<file path="config.mk">
export PLATFORM = sky130hd
export DESIGN_NAME = rotated_image_blit_address_gen_core
export DESIGN_NICKNAME = d
export VERILOG_FILES = /design/src/rib_pkg.sv /design/src/rotated_image_blit_address_gen_core.sv /design/src/rib_front.sv /design/src/rib_fifo.sv /design/src/rib_back.sv
export SDC_FILE = /design/constraint.sdc
export NUM_CORES = 1
export LEC_CHECK = 0
export ABC_CLOCK_PERIOD_IN_PS = 5800
export BUFFER_PORTS_ARGS = -buffer_cell sky130_fd_sc_hd__buf_4
export CAP_MARGIN = 20
export CORE_MARGIN = 5
export CORE_UTILIZATION = 50
export CTS_CLUSTER_DIAMETER = 30
export DETAILED_ROUTE_END_ITERATION = 7
export PLACE_DENSITY = 0.67
export SYNTH_ARGS = -nofsm -noshare
export SYNTH_HDL_FRONTEND = slang
export SYNTH_SLANG_ARGS = --single-unit
export TNS_END_PERCENT = 20
</file>
<file path="constraint.sdc">
create_clock -name clk_i -period 5.8 [get_ports clk_i]
set_input_delay 1.16 -clock clk_i [delete_from_list [all_inputs] [get_ports clk_i]]
set_output_delay 1.16 -clock clk_i [all_outputs]
set_load 0.02 [all_outputs]
</file>
<file path="src/rib_pkg.sv">
// Shared types and constants for the rotated image blit address generator.
// Used by rib_front, rib_fifo, rib_back and the core top level.
package rib_pkg;

  localparam int unsigned SCREEN_WIDTH  = 1024;
  localparam int unsigned SCREEN_HEIGHT = 512;
  localparam int unsigned PIX_X_W       = $clog2(SCREEN_WIDTH);
  localparam int unsigned PIX_Y_W       = $clog2(SCREEN_HEIGHT);

  localparam int unsigned COORD_W  = 12;
  localparam int unsigned TGT_W    = COORD_W + 2;
  localparam int unsigned COLOR_W  = 32;
  localparam int unsigned CFG_IDX_W  = 3;
  localparam int unsigned CFG_DATA_W = 12;
  localparam int unsigned FIFO_DEPTH = 2;

  localparam logic [CFG_IDX_W-1:0] CFG_ORIGIN_X      = 3'd0;
  localparam logic [CFG_IDX_W-1:0] CFG_ORIGIN_Y      = 3'd1;
  localparam logic [CFG_IDX_W-1:0] CFG_SOURCE_WIDTH  = 3'd2;
  localparam logic [CFG_IDX_W-1:0] CFG_SOURCE_HEIGHT = 3'd3;
  localparam logic [CFG_IDX_W-1:0] CFG_ROTATION      = 3'd4;
  localparam logic [CFG_IDX_W-1:0] CFG_FOUR_BYTE     = 3'd5;

  localparam logic [1:0] PHASE_LAST_3B = 2'd2;
  localparam logic [1:0] PHASE_LAST_4B = 2'd3;

  typedef enum logic [1:0] {
    ROT_0   = 2'd0,
    ROT_90  = 2'd1,
    ROT_180 = 2'd2,
    ROT_270 = 2'd3
  } rot_e;

  typedef struct packed {
    logic [COORD_W-1:0] origin_x;
    logic [COORD_W-1:0] origin_y;
    logic [COORD_W-1:0] source_width;
    logic [COORD_W-1:0] source_height;
    rot_e               rotation;
    logic               four_byte_pixels;
  } cfg_t;

  // One completed source pixel on its way from front to back.
  typedef struct packed {
    logic [COORD_W-1:0] column;
    logic [COORD_W-1:0] row;
    logic [COLOR_W-1:0] color;
    logic               last;
  } pix_t;

  typedef struct packed {
    logic full;
    logic empty;
  } fifo_status_t;

endpackage

</file>
<file path="src/rotated_image_blit_address_gen_core.sv">
// Rotated image blit address generator: bytes in, one framebuffer write word per pixel.
// A pixel's word passes through the pixel queue and then the output register after its last byte is taken.
// Throughput: one byte per cycle while the pixel queue is not full, set by the front's byte packer and counter update.
// The two-entry pixel queue and the output register let either side stall on its own.
// Reset (async, active low) clears counters, queue and output valid; registers get
// their reset values: origin 0/0, size 1x1, no rotation, three bytes per pixel.
module rotated_image_blit_address_gen_core (
  input  logic                                clk_i,
  input  logic                                rst_ni,
  // configuration write port
  input  logic                                cfg_we_i,
  input  logic [rib_pkg::CFG_IDX_W-1:0]       cfg_index_i,
  input  logic [rib_pkg::CFG_DATA_W-1:0]      cfg_wdata_i,
  // byte input channel
  input  logic                                in_valid_i,
  output logic                                in_stall_o,
  input  logic [7:0]                          pixel_byte_i,
  input  logic                                restart_i,
  // write word output channel
  output logic                                out_valid_o,
  input  logic                                out_stall_i,
  output logic                                write_enable_o,
  output logic [rib_pkg::PIX_X_W-1:0]         pixel_x_o,
  output logic [rib_pkg::PIX_Y_W-1:0]         pixel_y_o,
  output logic [rib_pkg::COLOR_W-1:0]         pixel_color_o,
  output logic                                last_pixel_o
);

  rib_pkg::cfg_t          cfg_q;
  rib_pkg::pix_t          front_pix, head_pix;
  rib_pkg::fifo_status_t  fifo_status;
  logic                   in_accept;
  logic                   fifo_push;
  logic                   fifo_pop;

  // Configuration registers: plain write, no read-back; unknown indexes drop.
  always_ff @(posedge clk_i or negedge rst_ni) begin
    if (!rst_ni) begin
      cfg_q.origin_x         <= '0;
      cfg_q.origin_y         <= '0;
      cfg_q.source_width     <= rib_pkg::COORD_W'(1);
      cfg_q.source_height    <= rib_pkg::COORD_W'(1);
      cfg_q.rotation         <= rib_pkg::ROT_0;
      cfg_q.four_byte_pixels <= 1'b0;
    end else if (cfg_we_i) begin
      case (cfg_index_i)
        rib_pkg::CFG_ORIGIN_X:      cfg_q.origin_x <= cfg_wdata_i;
        rib_pkg::CFG_ORIGIN_Y:      cfg_q.origin_y <= cfg_wdata_i;
        rib_pkg::CFG_SOURCE_WIDTH:  cfg_q.source_width <= cfg_wdata_i;
        rib_pkg::CFG_SOURCE_HEIGHT: cfg_q.source_height <= cfg_wdata_i;
        rib_pkg::CFG_ROTATION:      cfg_q.rotation <= rib_pkg::rot_e'(cfg_wdata_i[1:0]);
        rib_pkg::CFG_FOUR_BYTE:     cfg_q.four_byte_pixels <= cfg_wdata_i[0];
        default: ;
      endcase
    end
  end

  // Hold the input only while the pixel queue is full; the front itself never waits.
  assign in_stall_o = fifo_status.full;
  assign in_accept  = in_valid_i && !in_stall_o;

  // Front: pack bytes, advance the source counters, emit a pixel on its final byte.
  rib_front u_front (
    .clk_i        (clk_i),
    .rst_ni       (rst_ni),
    .cfg_i        (cfg_q),
    .accept_i     (in_accept),
    .pixel_byte_i (pixel_byte_i),
    .restart_i    (restart_i),
    .push_o       (fifo_push),
    .pix_o        (front_pix)
  );

  // Queue: decouple byte intake from output backpressure.
  rib_fifo u_fifo (
    .clk_i    (clk_i),
    .rst_ni   (rst_ni),
    .push_i   (fifo_push),
    .pix_i    (front_pix),
    .pop_i    (fifo_pop),
    .pix_o    (head_pix),
    .status_o (fifo_status)
  );

  // Back: rotate, place at origin, clip and register the write word.
  rib_back u_back (
    .clk_i          (clk_i),
    .rst_ni         (rst_ni),
    .cfg_i          (cfg_q),
    .pix_i          (head_pix),
    .avail_i        (!fifo_status.empty),
    .pop_o          (fifo_pop),
    .out_valid_o    (out_valid_o),
    .out_stall_i    (out_stall_i),
    .write_enable_o (write_enable_o),
    .pixel_x_o      (pixel_x_o),
    .pixel_y_o      (pixel_y_o),
    .pixel_color_o  (pixel_color_o),
    .last_pixel_o   (last_pixel_o)
  );

`ifndef ASSERT_OFF
  // A clipped write carries zero coordinates.
  a_clip_zero: assert property (@(posedge clk_i) disable iff (!rst_ni)
    out_valid_o && !write_enable_o |-> pixel_x_o == '0 && pixel_y_o == '0)
    else $error("clipped write with nonzero coordinates");

  // The front never pushes into a full queue.
  a_no_overflow: assert property (@(posedge clk_i) disable iff (!rst_ni)
    fifo_push |-> !fifo_status.full)
    else $error("pixel queue overflow");

  // The back never pops an empty queue.
  a_no_underflow: assert property (@(posedge clk_i) disable iff (!rst_ni)
    fifo_pop |-> !fifo_status.empty)
    else $error("pixel queue underflow");
`endif

endmodule

</file>
<file path="src/rib_front.sv">
// Front end: packs bytes into colors and walks the source column/row counters.
// Depends on rib_pkg.
module rib_front (
  input  logic                 clk_i,
  input  logic                 rst_ni,
  input  rib_pkg::cfg_t        cfg_i,
  input  logic                 accept_i,
  input  logic [7:0]           pixel_byte_i,
  input  logic                 restart_i,
  output logic                 push_o,
  output rib_pkg::pix_t        pix_o
);

  logic [1:0]                   phase_q, phase_d, phase_cur;
  logic [23:0]                  partial_q, partial_d, partial_cur;
  logic [rib_pkg::COORD_W-1:0]  col_q, col_d, col_cur;
  logic [rib_pkg::COORD_W-1:0]  row_q, row_d, row_cur;
  logic [1:0]                   last_phase;
  logic                         done;
  logic                         col_end, row_end;
  logic [rib_pkg::COLOR_W-1:0]  color;

  always_comb begin
    phase_cur   = restart_i ? 2'd0 : phase_q;
    partial_cur = restart_i ? 24'd0 : partial_q;
    col_cur     = restart_i ? '0 : col_q;
    row_cur     = restart_i ? '0 : row_q;
    last_phase  = cfg_i.four_byte_pixels ? rib_pkg::PHASE_LAST_4B : rib_pkg::PHASE_LAST_3B;
    done        = phase_cur >= last_phase;

    color = {partial_cur, pixel_byte_i};
    if (!cfg_i.four_byte_pixels) begin
      color[31:24] = 8'd0;
    end

    // x >= w - 1 written as x + 1 >= w, which also covers zero size
    col_end = ({1'b0, col_cur} + 13'd1) >= {1'b0, cfg_i.source_width};
    row_end = ({1'b0, row_cur} + 13'd1) >= {1'b0, cfg_i.source_height};

    phase_d   = phase_q;
    partial_d = partial_q;
    col_d     = col_q;
    row_d     = row_q;
    if (accept_i) begin
      if (!done) begin
        phase_d   = phase_cur + 2'd1;
        partial_d = {partial_cur[15:0], pixel_byte_i};
        col_d     = col_cur;
        row_d     = row_cur;
      end else begin
        phase_d   = 2'd0;
        partial_d = 24'd0;
        if (col_end) begin
          col_d = '0;
          row_d = row_end ? '0 : row_cur + 1'b1;
        end else begin
          col_d = col_cur + 1'b1;
          row_d = row_cur;
        end
      end
    end

    push_o       = accept_i && done;
    pix_o.column = col_cur;
    pix_o.row    = row_cur;
    pix_o.color  = color;
    pix_o.last   = col_end && row_end;
  end

  always_ff @(posedge clk_i or negedge rst_ni) begin
    if (!rst_ni) begin
      phase_q   <= 2'd0;
      partial_q <= 24'd0;
      col_q     <= '0;
      row_q     <= '0;
    end else begin
      phase_q   <= phase_d;
      partial_q <= partial_d;
      col_q     <= col_d;
      row_q     <= row_d;
    end
  end

endmodule

</file>
<file path="src/rib_fifo.sv">
// Short queue of completed pixels between front and back.
// Depends on rib_pkg.
module rib_fifo (
  input  logic                  clk_i,
  input  logic                  rst_ni,
  input  logic                  push_i,
  input  rib_pkg::pix_t         pix_i,
  input  logic                  pop_i,
  output rib_pkg::pix_t         pix_o,
  output rib_pkg::fifo_status_t status_o
);

  localparam int unsigned PTR_W = $clog2(rib_pkg::FIFO_DEPTH);
  localparam int unsigned CNT_W = $clog2(rib_pkg::FIFO_DEPTH + 1);

  rib_pkg::pix_t     mem_q [rib_pkg::FIFO_DEPTH];
  logic [PTR_W-1:0]  wr_ptr_q, wr_ptr_d, rd_ptr_q, rd_ptr_d;
  logic [CNT_W-1:0]  count_q, count_d;

  always_comb begin
    wr_ptr_d = wr_ptr_q;
    rd_ptr_d = rd_ptr_q;
    count_d  = count_q;
    if (push_i) begin
      wr_ptr_d = (wr_ptr_q == PTR_W'(rib_pkg::FIFO_DEPTH - 1)) ? '0 : wr_ptr_q + 1'b1;
    end
    if (pop_i) begin
      rd_ptr_d = (rd_ptr_q == PTR_W'(rib_pkg::FIFO_DEPTH - 1)) ? '0 : rd_ptr_q + 1'b1;
    end
    if (push_i && !pop_i) begin
      count_d = count_q + 1'b1;
    end else if (pop_i && !push_i) begin
      count_d = count_q - 1'b1;
    end
  end

  always_ff @(posedge clk_i) begin
    if (push_i) begin
      mem_q[wr_ptr_q] <= pix_i;
    end
  end

  always_ff @(posedge clk_i or negedge rst_ni) begin
    if (!rst_ni) begin
      wr_ptr_q <= '0;
      rd_ptr_q <= '0;
      count_q  <= '0;
    end else begin
      wr_ptr_q <= wr_ptr_d;
      rd_ptr_q <= rd_ptr_d;
      count_q  <= count_d;
    end
  end

  assign pix_o          = mem_q[rd_ptr_q];
  assign status_o.full  = count_q == CNT_W'(rib_pkg::FIFO_DEPTH);
  assign status_o.empty = count_q == '0;

endmodule

</file>
<file path="src/rib_back.sv">
// Back end: rotates and places each pixel, clips it, holds the result word.
// Depends on rib_pkg.
module rib_back (
  input  logic                          clk_i,
  input  logic                          rst_ni,
  input  rib_pkg::cfg_t                 cfg_i,
  input  rib_pkg::pix_t                 pix_i,
  input  logic                          avail_i,
  output logic                          pop_o,
  output logic                          out_valid_o,
  input  logic                          out_stall_i,
  output logic                          write_enable_o,
  output logic [rib_pkg::PIX_X_W-1:0]   pixel_x_o,
  output logic [rib_pkg::PIX_Y_W-1:0]   pixel_y_o,
  output logic [rib_pkg::COLOR_W-1:0]   pixel_color_o,
  output logic                          last_pixel_o
);

  localparam int unsigned TW = rib_pkg::TGT_W;

  logic signed [TW-1:0]          ox, oy, xs, ys, ws, hs, tx, ty;
  logic                          on;
  logic                          valid_q;
  logic                          we_q;
  logic [rib_pkg::PIX_X_W-1:0]   x_q;
  logic [rib_pkg::PIX_Y_W-1:0]   y_q;
  logic [rib_pkg::COLOR_W-1:0]   color_q;
  logic                          last_q;

  always_comb begin
    ox = signed'({2'b00, cfg_i.origin_x});
    oy = signed'({2'b00, cfg_i.origin_y});
    xs = signed'({2'b00, pix_i.column});
    ys = signed'({2'b00, pix_i.row});
    ws = signed'({2'b00, cfg_i.source_width});
    hs = signed'({2'b00, cfg_i.source_height});
    case (cfg_i.rotation)
      rib_pkg::ROT_90: begin
        tx = ox + ys;
        ty = oy + ws - xs - TW'(1);
      end
      rib_pkg::ROT_180: begin
        tx = ox + ws - xs - TW'(1);
        ty = oy + hs - ys - TW'(1);
      end
      rib_pkg::ROT_270: begin
        tx = ox + hs - ys - TW'(1);
        ty = oy + xs;
      end
      default: begin
        tx = ox + xs;
        ty = oy + ys;
      end
    endcase
    on = !tx[TW-1] && !ty[TW-1]
      && (tx < signed'(TW'(rib_pkg::SCREEN_WIDTH)))
      && (ty < signed'(TW'(rib_pkg::SCREEN_HEIGHT)));
  end

  // advance when the output register is free or being taken this cycle
  assign pop_o = avail_i && (!valid_q || !out_stall_i);

  always_ff @(posedge clk_i or negedge rst_ni) begin
    if (!rst_ni) begin
      valid_q <= 1'b0;
    end else if (!valid_q || !out_stall_i) begin
      valid_q <= avail_i;
    end
  end

  always_ff @(posedge clk_i) begin
    if (pop_o) begin
      we_q    <= on;
      x_q     <= on ? tx[rib_pkg::PIX_X_W-1:0] : '0;
      y_q     <= on ? ty[rib_pkg::PIX_Y_W-1:0] : '0;
      color_q <= pix_i.color;
      last_q  <= pix_i.last;
    end
  end

  assign out_valid_o    = valid_q;
  assign write_enable_o = we_q;
  assign pixel_x_o      = x_q;
  assign pixel_y_o      = y_q;
  assign pixel_color_o  = color_q;
  assign last_pixel_o   = last_q;

endmodule
</file>
Word-level counts from Yosys, hierarchy flattened
Memories as Yosys holds them, arrays and structs flattened.
Index checks and enable logic that the tools add are counted.
- flip-flop bits (word level): 159
- memory bits (writable): 114
- input bits: 29
- output and inout port bits: 55
- word-level logic and storage cells: 107
- memories: 1
- add/sub/neg operators: 25
- order comparisons: 5
- eq/ne operators: 9
- multiplexer cells: 21
- reduce and logical (&&, ||, !) cells: 27
- memories (memory ; depth ; bits a word ; read ports ; clocked after memory_dff ; wr ports ; RTL line ; text):
    u_fifo.mem_q ; 2 ; 57 ; 1 ; 0 ; 1 ; rib_fifo.sv:16 ; rib_pkg::pix_t mem_q [rib_pkg::FIFO_DEPTH];
- operators by type and width (cell ; count):
    12-bit by 12-bit adder with 13-bit output ; 8
    12-bit 2-to-1 mux ; 7
    14-bit one-hot mux with 3 select lines ; 2
    14-bit by 13-bit subtractor with 14-bit output ; 4
    14-bit by 2-bit subtractor with 14-bit output, second input constant ; 4
    24-bit 2-to-1 mux ; 2
    12-bit by 1-bit adder with 13-bit output, second input constant ; 2
    13-bit by 12-bit greater-or-equal comparator with 1-bit output ; 2
    12-bit by 1-bit adder with 12-bit output, second input constant ; 2
    14-bit by 11-bit < comparator with 1-bit output, second input constant ; 1
    14-bit by 12-bit < comparator with 1-bit output, second input constant ; 1
    2-bit AND reduction ; 6
    1-bit logical AND ; 9
    1-bit zero test ; 8
    2-bit 2-to-1 mux ; 4
    8-bit 2-to-1 mux ; 1
    2-bit equality test, second input constant ; 3
    3-bit by 2-bit equality test with 1-bit output, second input constant ; 2
    3-bit equality test, second input constant ; 2
    1-bit 2-to-1 mux ; 5
    2-bit by 1-bit adder with 2-bit output, second input constant ; 2
    3-bit by 1-bit equality test with 1-bit output, second input constant ; 1
    3-bit zero test ; 1
    1-bit adder, second input constant ; 2
    other kinds (6) ; 6

Longest topological paths before layout
- depth after elaboration: 8
- mapped depth: 19
- mapped depth without buffers: 18

Modules after synthesis
From an unflattened synthesis, not the netlist that was laid out.
- cell total of the unflattened synthesis: 1433
- area, all modules: 16945.0 um^2
- by module, submodules not included (module ; instances ; cells an instance ; area each (um^2)):
    rib_back ; 1 ; 765 ; 7029.2
    rib_fifo ; 1 ; 193 ; 4375.4
    rib_front ; 1 ; 361 ; 3385.7
    rotated_image_blit_address_gen_core ; 1 ; 114 ; 2154.6

Least setup slack after synthesis
No wires, ideal clock.
- path kind: input to register
- start: input port restart_i
- end: memory u_fifo.mem_q[0][0] in the netlist's numbering (enable)
- arrival: 4491 ps
- required time: 5328 ps
- setup slack: 837 ps
- cell stages on the path: 8
- path through: buf_2 inv_1 nand2_1 ha_1 nand2b_1 and3_1 nand2_1 nor2_1
- word-level cells in the longest chain between the ends: 5
- RTL lines (element ; RTL line ; text):
    start, declared ; rotated_image_blit_address_gen_core.sv:18 ; input logic restart_i,
    2-bit 2-to-1 mux ; rib_front.sv:24 ; phase_cur = restart_i ? 2'd0 : phase_q;
    2-bit greater-or-equal comparator ; rib_front.sv:29 ; done = phase_cur >= last_phase;
    1-bit logical AND ; rib_front.sv:63 ; push_o = accept_i && done;
    1-bit 2-to-1 mux ; rib_fifo.sv:38 ; if (push_i) begin
    1-bit 2-to-1 mux (not written as such) ; rib_fifo.sv:39 ; mem_q[wr_ptr_q] <= pix_i;
    end, declared ; rib_fifo.sv:16 ;
No other way between the ends.

Worst setup path after layout
- start: register cfg_q[40] in the netlist's numbering
- end: register u_back.y_q, in the netlist u_back.pixel_y_o[1] (data pin)
- word-level cells in the longest chain between the ends: 8
- RTL lines (element ; RTL line ; text):
    start, declared ; rotated_image_blit_address_gen_core.sv:29 ; rib_pkg::cfg_t cfg_q;
    12-bit by 12-bit adder with 13-bit output (on tied branches) ; rib_back.sv:47, rib_back.sv:43 ;
    14-bit by 13-bit subtractor with 14-bit output (on tied branches) ; rib_back.sv:47, rib_back.sv:43 ;
    14-bit by 2-bit subtractor with 14-bit output (on tied branches) ; rib_back.sv:47, rib_back.sv:43 ;
    14-bit one-hot mux with 3 select lines (*) ; rib_back.sv:37 ; case (cfg_i.rotation)
    branches (longest 2 deep; another with 14-bit by 12-bit < comparator with 1-bit output) ; - ;
    1-bit logical AND (*) ; rib_back.sv:56 ; && (tx < signed'(TW'(rib_pkg::SCREEN_WIDTH)))
    1-bit logical AND (*) ; rib_back.sv:57 ; && (ty < signed'(TW'(rib_pkg::SCREEN_HEIGHT)));
    end signal, assigned ; rib_back.sv:75 ; y_q <= on ? ty[rib_pkg::PIX_Y_W-1:0] : '0;
    end, declared ; rib_back.sv:26 ; logic [rib_pkg::PIX_Y_W-1:0] y_q;
Every way passes the cells marked *.
A chain may end at the register's enable or synchronous reset.

==> results.md <==
- Placeable core area: 33400 um2
- Most frequent cell after synthesis: edfxtp_1
- Vias in the first global route: ~12000
- Cell Area, Synth: 16800 um2
- Filler cells: 2798
- Die X: ~190 um
- Crit path buffers/inverters: 1
- Vias per cell: 5.85
- Critical Setup Path Class: flip-flop to flip-flop
- CP delay by family, top: compound AO/OA/AOI/OAI gates
- Commonest cells in the netlist: 167 x edfxtp_1, 151 x ha_1, 104 x dfrtp_1
- Height of the die: between 150 and 200 um
- CTS root buf: clkbuf_16
- F_max: 0.208 GHz
- Hold path depth: 1
- First drt pass iteration count: 5
- Clk pwr share: 0.261
- Cell count after synthesis: 1477
- Worst-path clk slew: 50 ps
- Grt total ovfl: 0
- Dpl cells: 1989
- Worst endpoint required time: around 6200 ps
- CTS Hold Bufs: 0
- Netlist cell types: 74
- Setup Skew: 17.0 ps
- GP Congestion: around 0.95
- P_sw: 5.19 mW
- Arrival time at the worst endpoint: 5190 ps
- Synth warnings: 0
- # DRC: 0
- Clk_lat worst skew: 590 ps
- Critical Path Sink Type: flip-flop
- Layout cells sized above 1: 0.187
- Layout Nets: about 1800
- Status: completed
- Largest net degree at the start of global routing: 70
- P&R area growth vs syn: 19.0%
- Total GRT Usage: 0.234
- Crit path time final: 4800 ps
- DR vias: ~12000
- Worst r2r path cells: 18
- Worst R2R End: u_back.pixel_y_o[1]$_SDFFCE_PN0P_
- Slew @ Worst Pin: around 950 ps
- DRT iter0 DRCs: 771
- Top FF cell, synth: edfxtp_1
- RSZ-0062 raised after global routing: no
- Reg power frac: 0.228
- Pint: 7.41 mW
- I/O pins: 84
- Post-synth ARST share: 0.388
- Antenna violations before repair: 0
- Leakage: ~8.4 nW
- CP Launch Type: flip-flop
- CTS tree: done
- Top-area cell type share of the netlist area: 0.299
- # rows: 67
- Critical path fanouts, max: 20
- Setup bufs post-CTS: 0
- Hold Startpoint: u_front.col_q[2]$_DFFE_PN0P_
- Crit path largest cell delay: roughly 540 ps
- Clk sinks: 273
- First-pass GRT wire length: 69600 um
- P per Cell Area: 630 nW/um2
- Final hold viol count: 0
- Largest cells by area after synthesis: edfxtp_1 30%, dfrtp_1 16%, ha_1 11%
- Synth area leader: edfxtp_1
- R2R Path Start: cfg_q[40]$_DFFE_PN0P_
- Synthesized Nets: 1667
- Syn Area/Cell: 11.4 um2
- Die ar.: roughly 37000 um2
- Fin crit share: 0.827
- Slowest CP cell: o21ai_0
- Cts bufs inserted: 54
- Hold Path Sink: u_front.col_q[2]$_DFFE_PN0P_
- Layout Cells excl Fill: about 2100
- Max Cap Violations: 0
- Routed WL: 44500 um
- Final HPWL DP: 33500 um
- HP Class: flip-flop to flip-flop
- Flops & latches, synth: between 200 and 300
- # diodes: 0
- CTS Buffer Depth: 3
- Peak VDD IR: 0.383 mV
- # port buffers: a little over 80
- Slew Limit Fails: 0
- Register area share after synthesis: 0.457
- Antenna viol nets, final: 0
- Combinational Power Share: 0.512
- Post-CTS sizing: 0
- Sw Ratio: 0.412
- H-tree levels: 2
- Post-synth EDFFs: 167
- Final setup viols: 0
- Starting Density: 0.503
- Worst reg2reg setup slack: 1000 ps
- Critical Path, Cell by Cell: ha_1 > a21o_1 > a21oi_1 > nor2b_1 > o21ai_0 > a211oi_1 > nor3_1 > xnor2_1 > ha_1 > a21oi_1 > o21ai_1 > or3_1 > o22ai_1 > xnor2_1 > o41ai_2 > nand4_1 > buf_4 > a2111oi_4
- Setup TNS: 0 ps
- Wirelength per Cell: approximately 21 um
- Slew HR: 0.346
## final cells by class
class                      count  area (um2)  area share
tap                          448         561      0.0281
timing repair buffer         107         820      0.0410
inverter                      64         240      0.0120
sequential                   273        7670       0.384
clock inverter                42         548      0.0274
clock buffer                  60        1430      0.0713
multi-input combinational   1097        8720       0.436
## sequential cells by signal (all words and copies together) (netlist names)
| register | count |
|---|---|
| u_back.out_valid_o | 1 |
| u_front.phase_q | 2 |
| u_back.pixel_y_o | 9 |
| u_back.pixel_x_o | 10 |
| u_fifo.wr_ptr_q | 1 |
| u_front.row_q | 12 |
| u_back.last_pixel_o | 1 |
| u_front.col_q | 12 |
| u_front.partial_q | 24 |
| u_back.pixel_color_o | 32 |
| cfg_q | 51 |
| u_fifo.mem_q | 114 |
| u_back.write_enable_o | 1 |
| u_fifo.rd_ptr_q | 1 |
| u_fifo.count_q | 2 |
## stage by stage
step           utilization  power [mW]  worst slack, ps  hold WS (ps)  instance area [um2]
2_1_floorplan            -        7.46              837           460                16800
4_1_cts              0.599        12.6             1050           487                20000
6_report             0.599        12.6             1000           483                20000
5_1_grt              0.599        13.4              686           513                20000
3_5_place_dp         0.540        9.21              778           480                18000
3_3_place_gp         0.539        9.17              798           479                18000
## worst max path at each step
stage                          start                           endpoint  slack (ps)  cells past startpoint
2_1_floorplan              restart_i       u_fifo.mem_q[0][0]$_DFFE_PP_         840                      8
3_3_place_gp               restart_i       u_front.row_q[0]$_DFFE_PN0P_         800                     13
3_5_place_dp               restart_i       u_front.row_q[0]$_DFFE_PN0P_         780                     13
4_1_cts        cfg_q[15]$_DFFE_PN1P_  u_back.pixel_y_o[3]$_SDFFCE_PN0P_        1050                     19
5_1_grt        cfg_q[40]$_DFFE_PN0P_  u_back.pixel_y_o[3]$_SDFFCE_PN0P_         690                     18
6_report       cfg_q[40]$_DFFE_PN0P_  u_back.pixel_y_o[1]$_SDFFCE_PN0P_        1000                     18
## power groups by stage
stage,Sequential (mW),Combinational (mW),Clock [mW]
finish,2.87,6.44,3.29
global route,2.91,7.01,3.44
CTS,2.87,6.36,3.34
detailed placement,2.89,6.32,0
global placement,2.88,6.28,0
floorplan,2.95,4.51,0
## worst register-to-register path, cell delays in order (launching register included)
cell and delay, ps:
dfrtp_1 460, ha_1 310, a21o_1 170, a21oi_1 220
nor2b_1 70, o21ai_0 540, a211oi_1 210, nor3_1 260
xnor2_1 160, ha_1 310, a21oi_1 170, o21ai_1 100
or3_1 320, o22ai_1 170, xnor2_1 120, o41ai_2 370
nand4_1 120, buf_4 240, a2111oi_4 290
## cell families (layout without fill, tap and decap cells)
group	Yosys count	after routing	synth area share
xor+xnor	109	109	0.0569
compound gates	365	365	0.154
simple gates	339	339	0.103
mux	123	123	0.0789
fa+ha+maj	161	161	0.124
buf+inv	107	273	0.0248
flops	273	273	0.457
## layer usage
layer,share of wire,up-vias,routed length (um),GRT usage
met1,0.46,5979,20700,0.334
met4,0.023,0,1050,0.0608
met5,0,-,0,0
li1,-,5807,-,-
met2,0.46,369,20500,0.371
met3,0.051,74,2290,0.0407
## cells in the final DEF (no fill, tap or decap), drive strengths merged, types with 11 or more instances in the layout
master	instances
a211oi	25
a21o	30
a21oi	81
a221oi	11
a22o	42
and2	14
and3	11
buf	107
clkbuf	60
clkinv	14
clkinvlp	11
dfrtp	104
edfxtp	167
ha	151
inv	72
mux2	75
mux2i	48
nand2	61
nand2b	18
nand3	28
nor2	82
nor2b	54
nor3	29
o21a	14
o21ai	64
o21bai	13
xnor2	73
xor2	36
Power figures use the tool's default switching activity.
